===== src/rtl/lne_pkg.sv =====
// Package for the line editor with echo: character codes, capacity limits
// and the command record passed from the front end to the back end.
// No dependencies.
`timescale 1ns / 1ps

package lne_pkg;

  // Depth of the line store seen by the host; capacity is clamped to this
  localparam int LINE_DEPTH = 256;
  localparam int CAP_TOP    = (LINE_DEPTH > 256) ? 256 : LINE_DEPTH;

  localparam logic [8:0] CAP_MAX   = 9'(CAP_TOP);
  localparam logic [8:0] CAP_MIN   = 9'd2;
  localparam logic [8:0] CAP_RESET = 9'd256;

  // Character codes
  localparam logic [7:0] CH_BS    = 8'h08;
  localparam logic [7:0] CH_LF    = 8'h0A;
  localparam logic [7:0] CH_CR    = 8'h0D;
  localparam logic [7:0] CH_SP    = 8'h20;
  localparam logic [7:0] CH_TILDE = 8'h7E;
  localparam logic [7:0] CH_DEL   = 8'h7F;
  localparam logic [7:0] CH_TERM  = 8'h00;

  // Command queue between front and back end
  localparam int QUEUE_DEPTH = 4;
  localparam int QPTR_W      = $clog2(QUEUE_DEPTH);

  typedef enum logic [1:0] {
    CMD_ERASE,     // echo BS SP BS
    CMD_ENTER,     // terminator at idx, echo CR LF
    CMD_CHAR,      // store and echo ch at idx
    CMD_CHAR_END   // store and echo ch at idx, terminator at len, CR LF
  } cmd_kind_t;

  typedef struct packed {
    cmd_kind_t  kind;
    logic [7:0] ch;
    logic [7:0] idx;
    logic [7:0] len;
  } cmd_t;

endpackage


===== src/rtl/lne_front.sv =====
// Front end of the line editor: holds the capacity register and the
// character count, classifies each received byte and queues a command.
// Depends on lne_pkg.
`timescale 1ns / 1ps

module lne_front import lne_pkg::*; (
  input  logic       clk,
  input  logic       rst_n,
  input  logic       cfg_wr_en,
  input  logic [8:0] cfg_wr_data,
  input  logic       in_valid,
  output logic       in_ready,
  input  logic [7:0] in_byte,
  input  logic       q_full,
  output logic       q_push,
  output cmd_t       q_cmd
);

  logic [8:0] cap_r;
  logic [7:0] count_r;
  logic [7:0] count_nxt;
  logic [8:0] cap_eff;
  logic [7:0] limit;
  logic [7:0] count_inc;
  logic       accept;
  logic       has_cmd;

  assign in_ready = !q_full;
  assign accept   = in_valid && in_ready;
  assign q_push   = accept && has_cmd;

  // Clamp the capacity and derive the highest character count
  always_comb begin
    if (cap_r > CAP_MAX) begin
      cap_eff = CAP_MAX;
    end else if (cap_r < CAP_MIN) begin
      cap_eff = CAP_MIN;
    end else begin
      cap_eff = cap_r;
    end
    limit     = 8'(cap_eff - 9'd1);
    count_inc = count_r + 8'd1;
  end

  // Classify the byte and build its command
  always_comb begin
    count_nxt = count_r;
    has_cmd   = 1'b0;
    q_cmd     = '{kind: CMD_CHAR, ch: in_byte, idx: count_r, len: count_r};
    case (in_byte) inside
      CH_BS, CH_DEL: begin
        if (count_r != 8'd0) begin
          has_cmd    = 1'b1;
          count_nxt  = count_r - 8'd1;
          q_cmd.kind = CMD_ERASE;
          q_cmd.len  = count_r - 8'd1;
        end
      end
      CH_CR, CH_LF: begin
        has_cmd    = 1'b1;
        count_nxt  = 8'd0;
        q_cmd.kind = CMD_ENTER;
        q_cmd.idx  = (count_r < limit) ? count_r : limit;
        q_cmd.len  = (count_r < limit) ? count_r : limit;
      end
      [CH_SP:CH_TILDE]: begin
        has_cmd = 1'b1;
        if (count_r >= limit) begin
          // line already full: drop the byte and close the line
          count_nxt  = 8'd0;
          q_cmd.kind = CMD_ENTER;
          q_cmd.idx  = limit;
          q_cmd.len  = limit;
        end else if (count_inc >= limit) begin
          count_nxt  = 8'd0;
          q_cmd.kind = CMD_CHAR_END;
          q_cmd.len  = limit;
        end else begin
          count_nxt  = count_inc;
          q_cmd.kind = CMD_CHAR;
          q_cmd.len  = count_inc;
        end
      end
      default: begin
        // drop NUL and unprintable bytes
      end
    endcase
  end

  // Hold capacity and count
  always_ff @(posedge clk) begin
    if (!rst_n) begin
      cap_r   <= CAP_RESET;
      count_r <= 8'd0;
    end else begin
      if (cfg_wr_en) begin
        cap_r <= cfg_wr_data;
      end
      if (accept) begin
        count_r <= count_nxt;
      end
    end
  end

endmodule


===== src/rtl/lne_queue.sv =====
// Short command queue between the front and back end of the line editor.
// Show-ahead read of the head entry. Depends on lne_pkg.
`timescale 1ns / 1ps

module lne_queue import lne_pkg::*; (
  input  logic clk,
  input  logic rst_n,
  input  logic push,
  input  cmd_t push_cmd,
  input  logic pop,
  output cmd_t head_cmd,
  output logic full,
  output logic empty
);

  cmd_t              entries_r [QUEUE_DEPTH];
  logic [QPTR_W-1:0] wr_ptr_r;
  logic [QPTR_W-1:0] rd_ptr_r;
  logic [QPTR_W:0]   fill_r;

  assign full     = (fill_r == (QPTR_W+1)'(QUEUE_DEPTH));
  assign empty    = (fill_r == '0);
  assign head_cmd = entries_r[rd_ptr_r];

  // Write entry at the tail
  always_ff @(posedge clk) begin
    if (push) begin
      entries_r[wr_ptr_r] <= push_cmd;
    end
  end

  // Advance pointers and fill level
  always_ff @(posedge clk) begin
    if (!rst_n) begin
      wr_ptr_r <= '0;
      rd_ptr_r <= '0;
      fill_r   <= '0;
    end else begin
      if (push) begin
        wr_ptr_r <= wr_ptr_r + 1'b1;
      end
      if (pop) begin
        rd_ptr_r <= rd_ptr_r + 1'b1;
      end
      if (push && !pop) begin
        fill_r <= fill_r + 1'b1;
      end else if (pop && !push) begin
        fill_r <= fill_r - 1'b1;
      end
    end
  end

endmodule


===== src/rtl/lne_back.sv =====
// Back end of the line editor: expands each queued command into one to
// three echo transactions held in an output register. Depends on lne_pkg.
`timescale 1ns / 1ps

module lne_back import lne_pkg::*; (
  input  logic        clk,
  input  logic        rst_n,
  input  logic        q_empty,
  input  cmd_t        q_head,
  output logic        q_pop,
  output logic        out_valid,
  input  logic        out_ready,
  output logic [31:0] out_data,
  output logic        out_last,
  output logic [1:0]  out_flags
);

  logic        out_valid_r;
  logic [31:0] out_data_r;
  logic        out_last_r;
  logic [1:0]  out_flags_r;
  logic [1:0]  beat_r;

  logic        load;
  logic [7:0]  echo;
  logic        sv;
  logic [7:0]  sidx;
  logic [7:0]  sbyte;
  logic        done;
  logic        last;

  assign out_valid = out_valid_r;
  assign out_data  = out_data_r;
  assign out_last  = out_last_r;
  assign out_flags = out_flags_r;

  assign load  = !q_empty && (!out_valid_r || out_ready);
  assign q_pop = load && last;

  // Build the current beat of the head command
  always_comb begin
    echo  = CH_LF;
    sv    = 1'b0;
    sidx  = 8'd0;
    sbyte = 8'd0;
    done  = 1'b0;
    last  = 1'b0;
    case (q_head.kind)
      CMD_ERASE: begin
        echo = (beat_r == 2'd1) ? CH_SP : CH_BS;
        last = (beat_r == 2'd2);
      end
      CMD_ENTER: begin
        done = 1'b1;
        if (beat_r == 2'd0) begin
          echo = CH_CR;
          sv   = 1'b1;
          sidx = q_head.idx;
        end else begin
          last = 1'b1;
        end
      end
      CMD_CHAR: begin
        echo  = q_head.ch;
        sv    = 1'b1;
        sidx  = q_head.idx;
        sbyte = q_head.ch;
        last  = 1'b1;
      end
      CMD_CHAR_END: begin
        done = 1'b1;
        if (beat_r == 2'd0) begin
          echo  = q_head.ch;
          sv    = 1'b1;
          sidx  = q_head.idx;
          sbyte = q_head.ch;
        end else if (beat_r == 2'd1) begin
          echo = CH_CR;
          sv   = 1'b1;
          sidx = q_head.len;
        end else begin
          last = 1'b1;
        end
      end
      default: begin
        last = 1'b1;
      end
    endcase
  end

  // Load the output register and step through the beats
  always_ff @(posedge clk) begin
    if (!rst_n) begin
      out_valid_r <= 1'b0;
      beat_r      <= 2'd0;
    end else if (load) begin
      out_valid_r <= 1'b1;
      beat_r      <= last ? 2'd0 : beat_r + 2'd1;
    end else if (out_ready) begin
      out_valid_r <= 1'b0;
    end
  end

  // Output payload
  always_ff @(posedge clk) begin
    if (load) begin
      out_data_r  <= {q_head.len, sbyte, sidx, echo};
      out_last_r  <= last;
      out_flags_r <= {done, sv};
    end
  end

endmodule


===== src/rtl/line_editor_with_echo_unit.sv =====
// Top level of the line editor with echo: front end, command queue and
// back end. Depends on lne_pkg, lne_front, lne_queue and lne_back.
`timescale 1ns / 1ps
//
// Usage
//   in_*  : one received byte per transaction (in_tdata = rx_byte).
//   out_* : echo transactions. out_tlast marks the final echo caused by one
//           received byte; out_tuser carries the store write and line-done
//           flags; out_tdata carries echo byte, store index and byte, and
//           the line length.
//   cfg_* : write of line_capacity (clamped to 2..256), only while idle.
// Path: an accepted byte's command is written into the command queue, and
//   its first echo is then loaded from the queue head into the output register.
// Throughput: a byte is accepted every cycle while the four-entry command
//   queue has room. The back end sends one echo per cycle while out_tready
//   is high, so a byte takes one echo (printable), two (enter, or a printable
//   byte dropped on an already full line) or three (erase, a printable byte
//   that fills the line) of the output channel; NUL, unprintable bytes and
//   erase on an empty line take none.
// Reset: the count returns to 0, capacity to 256, the queue and output
//   register empty. A stalled receiver holds the output register; the
//   queue then fills and in_tready drops.

module line_editor_with_echo_unit import lne_pkg::*; (
  input  logic        clk,
  input  logic        rst_n,
  input  logic        cfg_wr_en,
  input  logic [8:0]  cfg_wr_data,   // line_capacity
  input  logic        in_tvalid,
  output logic        in_tready,
  input  logic [7:0]  in_tdata,      // [7:0] rx_byte
  output logic        out_tvalid,
  input  logic        out_tready,
  output logic [31:0] out_tdata,     // [7:0] echo_byte, [15:8] store_index,
                                     // [23:16] store_byte, [31:24] line_length
  output logic        out_tlast,     // last_of_run
  output logic [1:0]  out_tuser      // [0] store_valid, [1] line_done
);

  logic q_push;
  logic q_pop;
  logic q_full;
  logic q_empty;
  cmd_t q_in_cmd;
  cmd_t q_head;

  // Accept and classify
  lne_front u_front (
    .clk         (clk),
    .rst_n       (rst_n),
    .cfg_wr_en   (cfg_wr_en),
    .cfg_wr_data (cfg_wr_data),
    .in_valid    (in_tvalid),
    .in_ready    (in_tready),
    .in_byte     (in_tdata),
    .q_full      (q_full),
    .q_push      (q_push),
    .q_cmd       (q_in_cmd)
  );

  // Decouple front and back
  lne_queue u_queue (
    .clk      (clk),
    .rst_n    (rst_n),
    .push     (q_push),
    .push_cmd (q_in_cmd),
    .pop      (q_pop),
    .head_cmd (q_head),
    .full     (q_full),
    .empty    (q_empty)
  );

  // Expand commands into echo transactions
  lne_back u_back (
    .clk       (clk),
    .rst_n     (rst_n),
    .q_empty   (q_empty),
    .q_head    (q_head),
    .q_pop     (q_pop),
    .out_valid (out_tvalid),
    .out_ready (out_tready),
    .out_data  (out_tdata),
    .out_last  (out_tlast),
    .out_flags (out_tuser)
  );

`ifndef SYNTHESIS
  // Never push into a full queue
  a_no_overflow: assert property (@(posedge clk) disable iff (!rst_n)
    q_push |-> !q_full)
    else $error("command queue overflow");

  // Without a store write the store fields read zero
  a_store_zero: assert property (@(posedge clk) disable iff (!rst_n)
    (out_tvalid && !out_tuser[0]) |-> (out_tdata[23:8] == 16'd0))
    else $error("store fields set without store write");

  // A terminator write sits at the reported line length
  a_term_index: assert property (@(posedge clk) disable iff (!rst_n)
    (out_tvalid && out_tuser[0] && out_tuser[1] && out_tdata[23:16] == CH_TERM)
      |-> (out_tdata[15:8] == out_tdata[31:24]))
    else $error("terminator index differs from line length");

  // Pop only a present command
  a_no_underflow: assert property (@(posedge clk) disable iff (!rst_n)
    q_pop |-> !q_empty)
    else $error("command queue underflow");
`endif

endmodule

===== config.mk =====
export PLATFORM = sky130hd
export DESIGN_NAME = line_editor_with_echo_unit
export DESIGN_NICKNAME = d
export VERILOG_FILES = /design/src/rtl/lne_pkg.sv /design/src/rtl/lne_front.sv /design/src/rtl/lne_queue.sv /design/src/rtl/lne_back.sv /design/src/rtl/line_editor_with_echo_unit.sv
export SDC_FILE = /design/constraint.sdc
export NUM_CORES = 1
export LEC_CHECK = 0
export ABC_AREA = 1
export BUFFER_PORTS_ARGS = -buffer_cell sky130_fd_sc_hd__buf_2
export CAP_MARGIN = 20
export CORE_MARGIN = 2
export CORE_UTILIZATION = 35
export CTS_CLUSTER_SIZE = 24
export DETAILED_ROUTE_END_ITERATION = 10
export GPL_TIMING_DRIVEN = 0
export PLACE_DENSITY = 0.49
export SKIP_LAST_GASP = 1
export SYNTH_ARGS = -nofsm -noshare
export SYNTH_HDL_FRONTEND = slang
export SYNTH_SLANG_ARGS = --single-unit

===== constraint.sdc =====
create_clock -name clk -period 5.4 [get_ports clk]
set_input_delay 0.54 -clock clk [delete_from_list [all_inputs] [get_ports clk]]
set_output_delay 0.54 -clock clk [all_outputs]
set_load 0.01 [all_outputs]

== Word level (Yosys, flattened, before mapping) ==
Memory sizes are Yosys's and may differ from the RTL's. A register that Yosys moved wholly into a read port is not among the register bits.
Index checks and enable logic that the tools add are counted.

* $add $sub $neg: 8
* $lt $le $gt $ge: 7
* Equality and inequality tests: 10
* Mux-type cells: 57
* Reduce and logical (&&, ||, !) cells: 24

{| class="wikitable"
|+ Operators with widths
! cell !! count
|-
| $mux W8 || 23
|-
| $pmux W8 S4 || 1
|-
| $eq A8 B4 Y1 const B || 3
|-
| $pmux W8 S3 || 1
|-
| $ge A8 B8 Y1 || 2
|-
| $mux W1 || 16
|-
| $mux W2 || 8
|-
| $pmux W8 S2 || 1
|-
| $sub A8 B1 Y8 const B || 2
|-
| $mux W3 || 4
|-
| $gt A9 B9 Y1 const B || 1
|-
| $lt A9 B2 Y1 const B || 1
|-
| $add A8 B1 Y8 const B || 1
|-
| $eq A8 B7 Y1 const B || 1
|-
| $ge A8 B6 Y1 const B || 1
|-
| $le A8 B7 Y1 const B || 1
|-
| $lt A8 B8 Y1 || 1
|-
| $reduce_bool A8 Y1 || 1
|-
| $logic_and A1 B1 Y1 || 7
|-
| $add A2 B1 Y2 const B || 3
|-
| $eq A2 B2 Y1 const B || 3
|-
| $mux W6 || 1
|-
| $reduce_or A2 Y1 || 3
|-
| $logic_not A1 Y1 || 5
|-
| other kinds (12) || 15
|}

* Bits in registers: 62
* Memory bits (writable): 104
* Bits of input ports: 22
* Output and inout port bits: 37
* Word-level logic and storage cells: 117
* Memories kept: 1

{| class="wikitable"
|+ Memories
! name !! depth !! width !! read ports !! clocked after memory_dff !! write ports !! line !! text
|-
| u_queue.entries_r || 4 || 26 || 1 || 1 || 1 || lne_queue.sv:16 || <nowiki>cmd_t entries_r [QUEUE_DEPTH];</nowiki>
|}

== Longest topological paths before layout ==
* Depth in word-level cells: 10
* Gate-level depth with buffers: 27
* Gate-level depth less buffers: 27

== Hierarchy ==
A second synthesis with hierarchy kept.

* Cell total of the unflattened synthesis: 886
* Area, all modules: 8,461.9 sq um

{| class="wikitable"
|+ By module, submodules not included
! module !! times used !! cells an instance !! area each (sq um) !! seq. area each (sq um)
|-
| lne_queue || 1 || 309 || 4,290.4 || 3,303.2
|-
| lne_front || 1 || 415 || 2,434.8 || 340.3
|-
| lne_back || 1 || 162 || 1,736.7 || 1,111.1
|}

== Least setup slack after synthesis ==
No wires, ideal clock.

* Path kind: input-to-reg
* Start: in out_tready
* End: reg u_queue.fill_r[1]
* Library setup time: 0.120 ns
* Arrival: 4.131 ns
* Required time: 5.280 ns
* Path slack: 1.148 ns
* Stages: 10
* Buffers on the path: 0
* Cells stage by stage: nor2_1 -> a31oi_1 -> inv_1 -> nor2_1 -> inv_1 -> ha_1 -> inv_1 -> fa_1 -> o21ai_0 -> a21oi_1

* Cells in the longest elaborated chain, start to end: 6
* Elaborated cells on any way between the ends: 8
* Classes of those cells: mux: 1; reduce/logical: 7

{| class="wikitable"
|+ Ends and longest elaborated chain
! element !! line !! text
|-
| from (decl) || line_editor_with_echo_unit.sv:33 || <nowiki>input logic out_tready,</nowiki>
|-
| $logic_or A1 B1 Y1 (*) || lne_back.sv:37 || <nowiki>assign load = !q_empty && (!out_valid_r || out_ready);</nowiki>
|-
| $logic_and A1 B1 Y1 (*) || lne_back.sv:37 ||
|-
| via u_back.load || lne_back.sv:24 || <nowiki>logic load;</nowiki>
|-
| $logic_and A1 B1 Y1 (*) || lne_back.sv:38 || <nowiki>assign q_pop = load && last;</nowiki>
|-
| $logic_not A1 Y1 || lne_queue.sv:45 || <nowiki>if (push && !pop) begin</nowiki>
|-
| $logic_and A1 B1 Y1 || lne_queue.sv:45 ||
|-
| $mux W3 or $reduce_bool A2 Y1 (tied branches) || n/a ||
|-
| to (signal assigned) || lne_queue.sv:46 || <nowiki>fill_r <= fill_r + 1'b1;</nowiki>
|-
| to (signal assigned) || lne_queue.sv:48 || <nowiki>fill_r <= fill_r - 1'b1;</nowiki>
|-
| to (decl) || lne_queue.sv:19 || <nowiki>logic [QPTR_W:0] fill_r;</nowiki>
|}

The timed path passes the listed nets; every way through them passes the cells marked *.
A chain may end at the register's enable or synchronous reset.

==> run metrics <==
CTS Hold Bufs 0; antenna diode instance count 0; clk_skew 0.01110 ns; commonest non-fill, non-tap cells in the layout 139 x edfxtp_1, 127 x nand2_1, 122 x nor2_1; Clock Tree Buf Depth 2; Yosys reg bits 168; Area Growth Syn to Fin 16.55%; GRT Overall Usage 0.1801; Worst setup EP type flip-flop; WL per Instance 17.26 um; die footprint 24,460 um2; die height 156.4 um; drt first pass iters 5; Final min period 4.354 ns; Max Cap Violations 0; Relative slew margins 0.3785; Hold Vio Cnt, Final 0; fin. max-slew vios 0; ys flop type edfxtp_1; # rows 55; via count 6,160; layout cell share with drive strength beyond 1 0.1336; Min-Delay Path Class in -> reg; vias in the first global route 5,826; CP max-delay cell xor2_1; initial core utilization 0.3579; Most Frequent Cell on Critical Path nor2_1; CP max FO 11; Least-Margin Pin Slew 0.9301 ns; CTS buffer count 17; delay-heaviest family, CP simple AND/OR/NAND/NOR gates; Synth Instances 837; routability cong. 0.8977; outcome completed; FF/Latch Area 4755 um2; Skew-Pair Late Insertion Delay 0.42 ns; Nets 962; CP Data Required Time 5.53 ns; Clock Sinks 168; Critical Path Source Type flip-flop; WS Path Type reg -> reg; Routed Antenna Nets 0; async set-reset flop share out of synthesis 0; residual DRC count 0; core area 22,710 um2; PwrDens 471.7 nW/um2; worst-path cell chain nor2_1 -> nand2_1 -> nor2_1 -> nor2_1 -> nand2_2 -> ha_1 -> xor2_1 -> ha_1 -> nand2_1 -> inv_1 -> a221oi_1 -> inv_1 -> nand4_1 -> nand3_4 -> nand2_4 -> o21ai_0 -> o21ai_0; clk slew on worst S/H paths 0.07 ns; Post-CTS Setup Repair Bufs 0; Cell Area, Synth 8128 um2; register area share after synthesis 0.5850; DR iter-0 viols 569; Netlist cell types 47; RSZ-0062 raised after global routing false; maximum vdd drop 0.2019 mV; CTS tree yes; post-CTS sizing 0; most common cell after layout, fill and taps aside edfxtp_1; filler instances 2,298; vias per cell 5.078; CP arrival 4.48 ns; count of final setup violators 0; first-pass GRT wire length 32,920 um; Core Util, Final 0.4171; multi-input logic area 2953 um2; Final HPWL DP 14,590 um; PortBufs 57; Synthesized Nets 884; leakage 3.836 nW; Synth Warn # 0; Clock Root Buffer clkbuf_16; initial antenna violation count 0; critical path buffer and inverter count 2; total power 4.468 mW; Max stage delay on crit path 0.55 ns; I/O pin count 59; CTS H-tree lvls 4; Post-synth EDFFs 139; chip width 156.4 um; total gr overflow 0; Syn Area/Cell 9.711 um2; Detailed Route WL 20,940 um; f_max 229.7 MHz; largest net degree at the start of global routing 30; Final period util 0.8064
cells by family after synthesis:
family	after synthesis	share of synthesized area
buffers and inverters	118	0.05727
xor gates and xnor gates	15	0.01616
DFF	168	0.5850
and+or+nand+nor	315	0.1643
AOI/OAI and AO/OA	196	0.1379
adders and majority gates	25	0.03941
path summary, 6_finish.rpt:
path,cells after the start,slack [ns],start,to
min reg2reg,2,0.47,u_queue.rd_ptr_r[1],u_queue.rd_ptr_r[1]
max reg2reg,17,1.05,u_front.cap_r[8],u_queue.entries_r[2][10]
max,17,1.05,u_front.cap_r[8],u_queue.entries_r[2][10]
min,3,0.33,cfg_wr_data[5],u_front.cap_r[5]
sequential cells by signal (all words and copies together) (netlist names), named ones only:
register and count:
u_back.beat_r 2, u_back.out_data 32, u_back.out_flags 2, u_back.out_last 1, u_back.out_valid 1, u_front.cap_r 9
u_front.count_r 8, u_queue.entries_r 104, u_queue.fill_r 3, u_queue.rd_ptr_r 2, u_queue.wr_ptr_r 2
through the flow:
stage          std cells  worst slack, ns  cell area, um2  setup TNS, ns  hold WS, ns
6_report            1213            1.046            9473              0       0.3333
5_1_grt             1213           0.6713            9473              0       0.3275
4_1_cts             1213           0.9878            9473              0       0.3160
3_5_place_dp        1181            1.024            8862              0       0.4614
3_3_place_gp        1179          -0.1074            8770        -0.1217       0.4548
2_1_floorplan        837            1.148            8128              0       0.4362
where the power goes:
group | internal [mW] | switching, mW
logic | 0.444 | 0.951
registers | 1.73 | 0.0666
clock network | 0.742 | 0.531
worst reg2reg max path: stages, from the launching register on:
cell      delay [ns]
dfxtp_1         0.37
nor2_1          0.19
nand2_1         0.09
nor2_1          0.09
nor2_1          0.05
nand2_2         0.24
ha_1            0.33
xor2_1          0.55
ha_1            0.35
nand2_1         0.09
inv_1           0.04
a221oi_1        0.42
inv_1           0.08
nand4_1         0.16
nand3_4         0.18
nand2_4         0.18
o21ai_0         0.09
o21ai_0         0.55
Yosys cell counts (7+ instances only):
cell,number,area [um2]
a21oi_1,42,210.2
xor2_1,13,113.9
a22oi_1,8,60.06
nand4_1,7,43.79
o21ai_0,92,460.4
clkbuf_1,23,86.33
o22ai_1,21,131.4
dfxtp_1,29,580.6
nand2_1,127,476.7
nor2_1,126,473.0
inv_1,83,311.6
ha_1,24,300.3
nand3_1,38,190.2
edfxtp_1,139,4174
layout make-up:
type | count | share of cell area
multi-input combinational | 551 | 0.3117
tap | 285 | 0.03764
clock buffer | 18 | 0.04530
buffer | 29 | 0.01360
timing repair buffer | 59 | 0.03513
clock inverter | 14 | 0.01915
sequential | 168 | 0.5019
inverter | 89 | 0.03553
per-layer routing:
metal / global-route usage / share of wire
met2: 0.2870 / 0.46
met5: 0 / 0
met1: 0.2476 / 0.47
met3: 0.03600 / 0.058
met4: 0.05679 / 0.015
Note: power is estimated with default switching activity, not from simulation.
